## src/rtl/qse_pkg.sv

```systemverilog
// Shared command codes, line indexes and control types for the quadrature step emulator.
package qse_pkg;

    typedef enum logic [2:0] {
        CMD_TICK    = 3'd0,
        CMD_QUEUE_X = 3'd1,
        CMD_QUEUE_Y = 3'd2,
        CMD_UP      = 3'd3,
        CMD_DOWN    = 3'd4,
        CMD_LEFT    = 3'd5,
        CMD_RIGHT   = 3'd6,
        CMD_TRIGGER = 3'd7
    } qse_cmd_t;

    localparam int LINE_XA   = 0;
    localparam int LINE_XB   = 1;
    localparam int LINE_YA   = 2;
    localparam int LINE_YB   = 3;
    localparam int LINE_FIRE = 4;
    localparam int LINE_CNT  = 5;

    localparam int DELTA_BITS = 16;

    typedef struct packed {
        logic fire;
        logic tick;
        logic queue;
        logic stop;
    } qse_axis_ctl_t;

    typedef struct packed {
        logic changed;
        logic line_a;
        logic line_b;
        logic running;
    } qse_axis_sts_t;

endpackage

```

## src/rtl/qse_axis.sv

```systemverilog
// One encoder axis: run flag, saturating pending count and quadrature phase.
module qse_axis #(
    parameter int PENDING_BITS = 16
) (
    input  logic                                 clk,
    input  logic                                 rst_n,
    input  qse_pkg::qse_axis_ctl_t               ctl,
    input  logic signed [qse_pkg::DELTA_BITS-1:0] step_delta,
    output qse_pkg::qse_axis_sts_t               sts
);
    import qse_pkg::*;

    localparam int SUM_W = ((PENDING_BITS > DELTA_BITS) ? PENDING_BITS : DELTA_BITS) + 1;
    localparam logic signed [SUM_W-1:0] PMAX =
        {{(SUM_W-PENDING_BITS+1){1'b0}}, {(PENDING_BITS-1){1'b1}}};
    localparam logic signed [SUM_W-1:0] PMIN = ~PMAX;

    logic                           running_reg, running_next;
    logic signed [PENDING_BITS-1:0] pending_reg, pending_next;
    logic [1:0]                     phase_reg, phase_next;

    logic signed [PENDING_BITS-1:0] base;
    logic signed [SUM_W-1:0]        sum;
    logic                           changed;

    always_comb
    begin
        base = running_reg ? pending_reg : '0;
        sum  = SUM_W'(base) + SUM_W'(step_delta);
    end

    always_comb
    begin
        running_next = running_reg;
        pending_next = pending_reg;
        phase_next   = phase_reg;
        changed      = 1'b0;
        if (ctl.fire)
        begin
            if (ctl.queue && (step_delta != '0))
            begin
                running_next = 1'b1;
                if (!running_reg)
                begin
                    phase_next = 2'd0;
                end
                if (sum > PMAX)
                begin
                    pending_next = PMAX[PENDING_BITS-1:0];
                end
                else if (sum < PMIN)
                begin
                    pending_next = PMIN[PENDING_BITS-1:0];
                end
                else
                begin
                    pending_next = sum[PENDING_BITS-1:0];
                end
            end
            if (ctl.tick && running_reg)
            begin
                if (pending_reg > 0)
                begin
                    phase_next   = phase_reg + 2'd1;
                    pending_next = pending_reg - 1'b1;
                    changed      = 1'b1;
                end
                else if (pending_reg < 0)
                begin
                    phase_next   = phase_reg - 2'd1;
                    pending_next = pending_reg + 1'b1;
                    changed      = 1'b1;
                end
            end
            if (ctl.stop)
            begin
                running_next = 1'b0;
            end
        end
    end

    always_ff @(posedge clk or negedge rst_n)
    begin
        if (!rst_n)
        begin
            running_reg <= 1'b0;
            pending_reg <= '0;
            phase_reg   <= 2'd0;
        end
        else
        begin
            running_reg <= running_next;
            pending_reg <= pending_next;
            phase_reg   <= phase_next;
        end
    end

    always_comb
    begin
        sts.changed = changed;
        sts.line_a  = phase_next[1];
        sts.line_b  = phase_next[1] ^ phase_next[0];
        sts.running = running_next;
    end

endmodule

```

## src/rtl/quadrature_step_emulator.sv

```systemverilog
// Top level: input register, two encoder axes, line level register and output handshake.
//
//   channel  direction  handshake              payload
//   in       sink       in_valid / in_stall    command, step_delta, active
//   out      source     out_valid / out_stall  x_line_a, x_line_b, y_line_a, y_line_b, fire_line
//
// One item per cycle sustained while out is not stalled; out_valid rises once the item has
// passed the input register and the line register. The item sits in the input register,
// then axis and line state update in one pass while the line register loads the result.
// Reset clears the axes and drives all lines high.
// A stall on out holds the result and back-pressures in within the same cycle.
module quadrature_step_emulator #(
    parameter int PENDING_BITS = 16
) (
    input  logic                                  clk,
    input  logic                                  rst_n,
    input  logic                                  in_valid,
    output logic                                  in_stall,
    input  logic [2:0]                            command,
    input  logic signed [qse_pkg::DELTA_BITS-1:0] step_delta,
    input  logic                                  active,
    output logic                                  out_valid,
    input  logic                                  out_stall,
    output logic                                  x_line_a,
    output logic                                  x_line_b,
    output logic                                  y_line_a,
    output logic                                  y_line_b,
    output logic                                  fire_line
);
    import qse_pkg::*;

    logic                         s1_valid_reg;
    qse_cmd_t                     cmd_reg;
    logic signed [DELTA_BITS-1:0] delta_reg;
    logic                         active_reg;

    logic                         out_valid_reg, out_valid_next;
    logic [LINE_CNT-1:0]          line_reg, line_next;

    logic                         go;
    qse_axis_ctl_t                x_ctl, y_ctl;
    qse_axis_sts_t                x_sts, y_sts;

    assign go       = s1_valid_reg && (!out_valid_reg || !out_stall);
    assign in_stall = s1_valid_reg && !go;

    always_ff @(posedge clk or negedge rst_n)
    begin
        if (!rst_n)
        begin
            s1_valid_reg <= 1'b0;
        end
        else if (!in_stall)
        begin
            s1_valid_reg <= in_valid;
        end
    end

    always_ff @(posedge clk)
    begin
        if (!in_stall && in_valid)
        begin
            cmd_reg    <= qse_cmd_t'(command);
            delta_reg  <= step_delta;
            active_reg <= active;
        end
    end

    always_comb
    begin
        x_ctl.fire  = go;
        x_ctl.tick  = (cmd_reg == CMD_TICK);
        x_ctl.queue = (cmd_reg == CMD_QUEUE_X);
        x_ctl.stop  = ((cmd_reg == CMD_UP) || (cmd_reg == CMD_DOWN)) && active_reg;
        y_ctl.fire  = go;
        y_ctl.tick  = (cmd_reg == CMD_TICK);
        y_ctl.queue = (cmd_reg == CMD_QUEUE_Y);
        y_ctl.stop  = ((cmd_reg == CMD_LEFT) || (cmd_reg == CMD_RIGHT)) && active_reg;
    end

    qse_axis #(
        .PENDING_BITS(PENDING_BITS)
    ) u_axis_x (
        .clk       (clk),
        .rst_n     (rst_n),
        .ctl       (x_ctl),
        .step_delta(delta_reg),
        .sts       (x_sts)
    );

    qse_axis #(
        .PENDING_BITS(PENDING_BITS)
    ) u_axis_y (
        .clk       (clk),
        .rst_n     (rst_n),
        .ctl       (y_ctl),
        .step_delta(delta_reg),
        .sts       (y_sts)
    );

    always_comb
    begin
        line_next = line_reg;
        case (cmd_reg)
            CMD_TICK:
            begin
                if (x_sts.changed)
                begin
                    line_next[LINE_XA] = x_sts.line_a;
                    line_next[LINE_XB] = x_sts.line_b;
                end
                if (y_sts.changed)
                begin
                    line_next[LINE_YA] = y_sts.line_a;
                    line_next[LINE_YB] = y_sts.line_b;
                end
            end
            CMD_UP:
            begin
                if (!x_sts.running)
                begin
                    line_next[LINE_XA] = !active_reg;
                end
            end
            CMD_DOWN:
            begin
                if (!x_sts.running)
                begin
                    line_next[LINE_XB] = !active_reg;
                end
            end
            CMD_LEFT:
            begin
                if (!y_sts.running)
                begin
                    line_next[LINE_YA] = !active_reg;
                end
            end
            CMD_RIGHT:
            begin
                if (!y_sts.running)
                begin
                    line_next[LINE_YB] = !active_reg;
                end
            end
            CMD_TRIGGER:
            begin
                line_next[LINE_FIRE] = !active_reg;
            end
            default:
            begin
                line_next = line_reg;
            end
        endcase
    end

    assign out_valid_next = go || (out_valid_reg && out_stall);

    always_ff @(posedge clk or negedge rst_n)
    begin
        if (!rst_n)
        begin
            out_valid_reg <= 1'b0;
            line_reg      <= '1;
        end
        else
        begin
            out_valid_reg <= out_valid_next;
            if (go)
            begin
                line_reg <= line_next;
            end
        end
    end

    assign out_valid = out_valid_reg;
    assign x_line_a  = line_reg[LINE_XA];
    assign x_line_b  = line_reg[LINE_XB];
    assign y_line_a  = line_reg[LINE_YA];
    assign y_line_b  = line_reg[LINE_YB];
    assign fire_line = line_reg[LINE_FIRE];

endmodule
```

## config.mk

```make
export PLATFORM = sky130hd
export DESIGN_NAME = quadrature_step_emulator
export DESIGN_NICKNAME = d
export VERILOG_FILES = /design/src/rtl/qse_pkg.sv /design/src/rtl/qse_axis.sv /design/src/rtl/quadrature_step_emulator.sv
export SDC_FILE = /design/constraint.sdc
export NUM_CORES = 1
export LEC_CHECK = 0
export ABC_AREA = 1
export BUFFER_PORTS_ARGS = -buffer_cell sky130_fd_sc_hd__clkbuf_2
export CORE_UTILIZATION = 52
export CTS_BUF_LIST = sky130_fd_sc_hd__clkbuf_2 sky130_fd_sc_hd__clkbuf_4 sky130_fd_sc_hd__clkbuf_8
export DETAILED_ROUTE_END_ITERATION = 8
export PLACE_DENSITY_LB_ADDON = 0.3
export SLEW_MARGIN = 10
export SYNTH_ARGS = -nofsm -noshare
export SYNTH_HDL_FRONTEND = slang
export SYNTH_SLANG_ARGS = --single-unit
```

## constraint.sdc

```tcl
create_clock -name clk -period 7 [get_ports clk]
set_input_delay 0 -clock clk [delete_from_list [all_inputs] [get_ports clk]]
set_output_delay 0 -clock clk [all_outputs]
set_load 0.03 [all_outputs]
```

# Yosys cells after proc, flatten, opt, wreduce, memory -nomap -nowiden
# Cells that the tools add are included.
# op_classes
addsub	10
order_cmp	8
eq_ne	13
mux	48
bitwise	2
reduce_logical	30
# op_table
operator	count
$mux W16	14
$add A16 B16 Y17	2
$gt A17 B16 Y1 const B	2
$lt A17 B16 Y1 const B	2
$add A16 B1 Y16 const B	2
$gt A16 B1 Y1 const B	2
$lt A16 B1 Y1 const B	2
$sub A16 B1 Y16 const B	2
$mux W2	14
$mux W1	16
$reduce_and A4 Y1	4
$reduce_bool A16 Y1	1
$eq A3 B3 Y1 const B	4
$logic_and A1 B1 Y1	10
$ne A2 B2 Y1 const B	5
$pmux W1 S2	4
$reduce_bool A2 Y1	4
$eq A3 B2 Y1 const B	2
$logic_not A1 Y1	5
$add A2 B1 Y2 const B	2
$logic_or A1 B1 Y1	4
$sub A2 B1 Y2 const B	2
$eq A3 B1 Y1 const B	1
$logic_not A3 Y1	1
other kinds (3)	4
# totals
reg_bits	65
in_bits	24
out_inout_bits	7

# Longest topological paths before layout
# logic_depth
ltp_word	10
depth_mapped	21

# Cells and area by module
# A second synthesis with hierarchy kept.
# hier_totals
hier_cells	1238
hier_area_um2	7758.7
# modules_own_cells
mod	instances	cells_each	area_per_inst_um2
qse_axis (u_axis_y)	1	565	3300.7
qse_axis (u_axis_x)	1	570	3294.4
quadrature_step_emulator	1	103	1163.6

# Worst setup path after synthesis
# No wires, ideal clock.
# synth_timing
path_kind	register -> register
from	register u_axis_y.running_reg
to	register u_axis_y.pending_reg[10]
arrival_ns	2.413
t_required_ns	6.878
slack_ns	4.465
stages_incl_launch_ff	21
path_buffers	2
period_less_slack_ns	2.535
path_cell_list	dfrtp_1 clkbuf_1 nand2_1 inv_1 ha_1 inv_1 fa_1 nand3b_1 nand2_2 inv_1 o21ai_2 nand2_2 nand2_2 nand2_1 nand2_2 nand2_4 buf_4 nand2_1 nand2_1 nand2_1 a21oi_2
# synth_between
elab_chain_len	9
# synth_rtl
item	line	text
start, declared	qse_axis.sv:18	logic running_reg, running_next;
start signal, assigned	qse_axis.sv:92	running_reg <= running_next;
$mux W16	qse_axis.sv:28	base = running_reg ? pending_reg : '0;
$add A16 B16 Y17	qse_axis.sv:29	sum = SUM_W'(base) + SUM_W'(step_delta);
$lt A17 B16 Y1	qse_axis.sv:51	else if (sum < PMIN)
$mux W16	qse_axis.sv:51	
$mux W16	qse_axis.sv:47	if (sum > PMAX)
$mux W16	qse_axis.sv:40	if (ctl.queue && (step_delta != '0))
$mux W16	qse_axis.sv:68	else if (pending_reg < 0)
$mux W16	qse_axis.sv:62	if (pending_reg > 0)
$mux W16 *	qse_axis.sv:60	if (ctl.tick && running_reg)
end signal, assigned	qse_axis.sv:93	pending_reg <= pending_next;
end, declared	qse_axis.sv:19	logic signed [PENDING_BITS-1:0] pending_reg, pending_next;
# Every way passes the cells marked *; elsewhere a longest branch is shown, timed or not.
# A chain may end at the register's enable or synchronous reset.

# Worst setup path in the final report
# layout_timing
from	register u_axis_x.running_reg
to	register u_axis_x.pending_reg[10]
# layout_between
elab_chain_len	9
# layout_rtl
item	line
start, declared	qse_axis.sv:18
start signal, assigned	qse_axis.sv:92
$mux W16	qse_axis.sv:28
$add A16 B16 Y17	qse_axis.sv:29
$lt A17 B16 Y1	qse_axis.sv:51
$mux W16	qse_axis.sv:51
$mux W16	qse_axis.sv:47
$mux W16	qse_axis.sv:40
$mux W16	qse_axis.sv:68
$mux W16	qse_axis.sv:62
$mux W16 *	qse_axis.sv:60
end signal, assigned	qse_axis.sv:93
end, declared	qse_axis.sv:19
# Marks and branches as above.

==> impl_results.md <==
* Status: finished, final reports clean
* Clock Path Buffers at 2
* Die X-Extent at 119 um
* Ant diodes at 0
* Worst min path class: input port to async pin
* CTS tree: done
* Fmax at 0.313 GHz
* RR Endpoint: u_axis_x.pending_reg[10]$_DFFE_PN0P_
* Reg2reg start: u_axis_x.running_reg$_DFF_PN0_
* CP endpoint kind: register
* Final std cells w/o fill at 1315
* Post-CTS Resized at 0
* TritonCTS buffer count at 9
* WS Path Type: register to register
* # placed instances at 1275
* Synth area leaders: nand2_1, dfrtp_1, edfxtp_1
* Tot GR Track Use at 0.285
* Final setup fails at 0
* Register area share after synthesis at 0.244
* Most instantiated cells after synthesis: nand2_1, inv_1, nor2_1
* Setup bufs post-CTS at 0
* Core area at 0.0133 sq mm
* Hold-fix buffers at CTS at 24
* PortBufs at 30
* Ys Warns at 0
* Synthesis-stage register bit count at 65
* Ports at 31
* PnR Total Power at 3480 uW
* GP Congestion at 0.921
* Wire length of the first global-routing pass at 32300 um
* Largest net degree at the start of global routing at 46
* Pwr/cell area at 451 mW/mm^2
* Synthesized area at 0.00710 sq mm
* Worst VDD drop at 0.220 mV
* H-Tree Level Count at 3
* Final WL at 18700 um
* Antenna-violating nets left at 0
* Post-layout minimum cycle time at 3200 ps
* Leading area contributor after synthesis: nand2_1
* Worst-skew pair later-pin latency at 380 ps
* Drt via density at 5.42
* TritonRoute pass-1 iters at 5
* Worst-margin pin slew at 886 ps
* Max-Cap Viols at 0
* Top-area cell type share of the netlist area at 0.149
* Iteration-0 DRC count of the detailed router at 603
* DIE AREA at 0.0141 sq mm
* Initial antenna violation count at 0
* Final Hold Viols at 0
* Nets at 1196
* Main synth FF type: dfrtp_1
* Net count after synthesis at 1170
* DRC Markers at 0
* Max Slew Vio Count at 0
* FF-to-FF setup slack at 3800 ps
* Yosys cell types at 50
* P_leak at 0.00395 uW
* Fraction of registers with async set/reset at 0.692
* Root buffer cell: clkbuf_8
* Top-count cell post-synth: nand2_1
* Required time worst endpoint at 7260 ps
* Vias in the first global route at 6783
* Startpoint types: register
* Die Y at 119 um
* Crit-path max FO at 17
* Via count at 7121
* Clock slew at reported path FFs at 90 ps
* Grt ovf at 0
* Worst EP arrival at 3450 ps
* Final clock skew at 15.5 ps
* Post-DP HPWL at 14000 um
* Std cell rows at 42
* Post-Synthesis Cells at 1108
* RSZ-0062 raised after global routing: false
* Area grow syn2layout at 8.53%
* Number of synthesized flops with an enable pin at 20
* FF-to-FF path depth at 17
* Post-DR wirelength/cell at 14.2 um
* Share of cells above drive strength 1 at 0.133
* Synth Area per Inst at 6.41 sq um
* Tcrit/Tclk final at 0.457
* Initial Utilization at 0.534
* Clock sinks at 65
* Setup TNS at 0 ps
* Max_slew headroom at 0.408
critical path, stage by stage, from the launching register on:
cell,delay [ps]
dfrtp_1,640
nand2_1,100
inv_1,70
ha_1,170
inv_1,60
fa_1,410
o21ai_2,180
nand3_1,100
nand2_2,110
nand2_2,70
nand3_1,90
nand2_2,80
nor2_2,520
inv_1,190
nand2_1,120
nand2_2,50
nand2_2,70
a21oi_2,50
stage by stage:
stage,area (sq um),util,setup slack [ps],hold slack (ps)
3_5_place_dp,7260,0.546,3830,125
5_1_grt,7700,0.580,3500,330
3_3_place_gp,7260,0.546,3960,132
6_report,7700,0.580,3800,248
4_1_cts,7700,0.580,3800,265
2_1_floorplan,7100,-,4470,-296
cell usage in the layout (no fill, tap or decap), types with 4 or more instances in the layout:
| cell type | n |
|---|---|
| xor2_1 | 29 |
| inv_2 | 15 |
| nand3_1 | 58 |
| a21o_1 | 4 |
| o21bai_1 | 5 |
| nand2_1 | 281 |
| clkbuf_8 | 9 |
| dfstp_2 | 5 |
| ha_1 | 36 |
| nor3_1 | 10 |
| nor2_2 | 13 |
| o21ai_2 | 8 |
| o21ai_1 | 12 |
| a21oi_1 | 112 |
| nand2_2 | 26 |
| clkbuf_2 | 30 |
| xnor2_1 | 13 |
| dlygate4sd3_1 | 24 |
| edfxtp_1 | 20 |
| o21ai_0 | 44 |
| dfrtp_1 | 40 |
| nor2_1 | 113 |
| a31oi_1 | 5 |
| nand4_1 | 17 |
| inv_1 | 133 |
| a21oi_2 | 19 |
| or2_2 | 5 |
| nor4_1 | 5 |
cell type report:
class,instances,area (sq um)
multi-input cells,850,4570
flip-flops and latches,65,1730
repair buffers,57,413
clock inverters,7,76.3
inverters,151,567
clock buffers,9,124
fillers,1332,5590
well taps,176,220
per-layer routing:
| layer | track usage | routed length, um |
|---|---|---|
| met5 | 0 | 0 |
| met4 | 0.129 | 569 |
| met3 | 0.0292 | 766 |
| met2 | 0.467 | 8620 |
| met1 | 0.379 | 8760 |
kinds of logic after synthesis:
group | synth area share
AND/OR/NAND/NOR | 0.340
XOR/XNOR | 0.0518
adder cells (fa/ha/maj) | 0.0691
flip-flops | 0.244
AO/OA/AOI/OAI | 0.183
buffers and inverters | 0.112
where the power goes:
group	leakage, uW	internal [uW]	total, uW	switching [uW]
sequential	0.000671	529	792	263
combinational	0.00317	842	2340	1500
clock	0.000105	168	340	173
total	0.00395	1540	3480	1940
how the worst max path moves through the flow:
stage	to	slack [ps]	from
floorplan	u_axis_y.pending_reg[10]$_DFFE_PN0P_	4470	u_axis_y.running_reg$_DFF_PN0_
global placement	u_axis_x.pending_reg[10]$_DFFE_PN0P_	3960	u_axis_x.running_reg$_DFF_PN0_
detailed placement	u_axis_x.pending_reg[10]$_DFFE_PN0P_	3830	u_axis_x.running_reg$_DFF_PN0_
CTS	u_axis_x.pending_reg[10]$_DFFE_PN0P_	3800	u_axis_x.running_reg$_DFF_PN0_
global route	u_axis_x.pending_reg[10]$_DFFE_PN0P_	3500	u_axis_x.running_reg$_DFF_PN0_
finish	u_axis_x.pending_reg[10]$_DFFE_PN0P_	3800	u_axis_x.running_reg$_DFF_PN0_
Note: power is estimated with default switching activity, not from simulation.
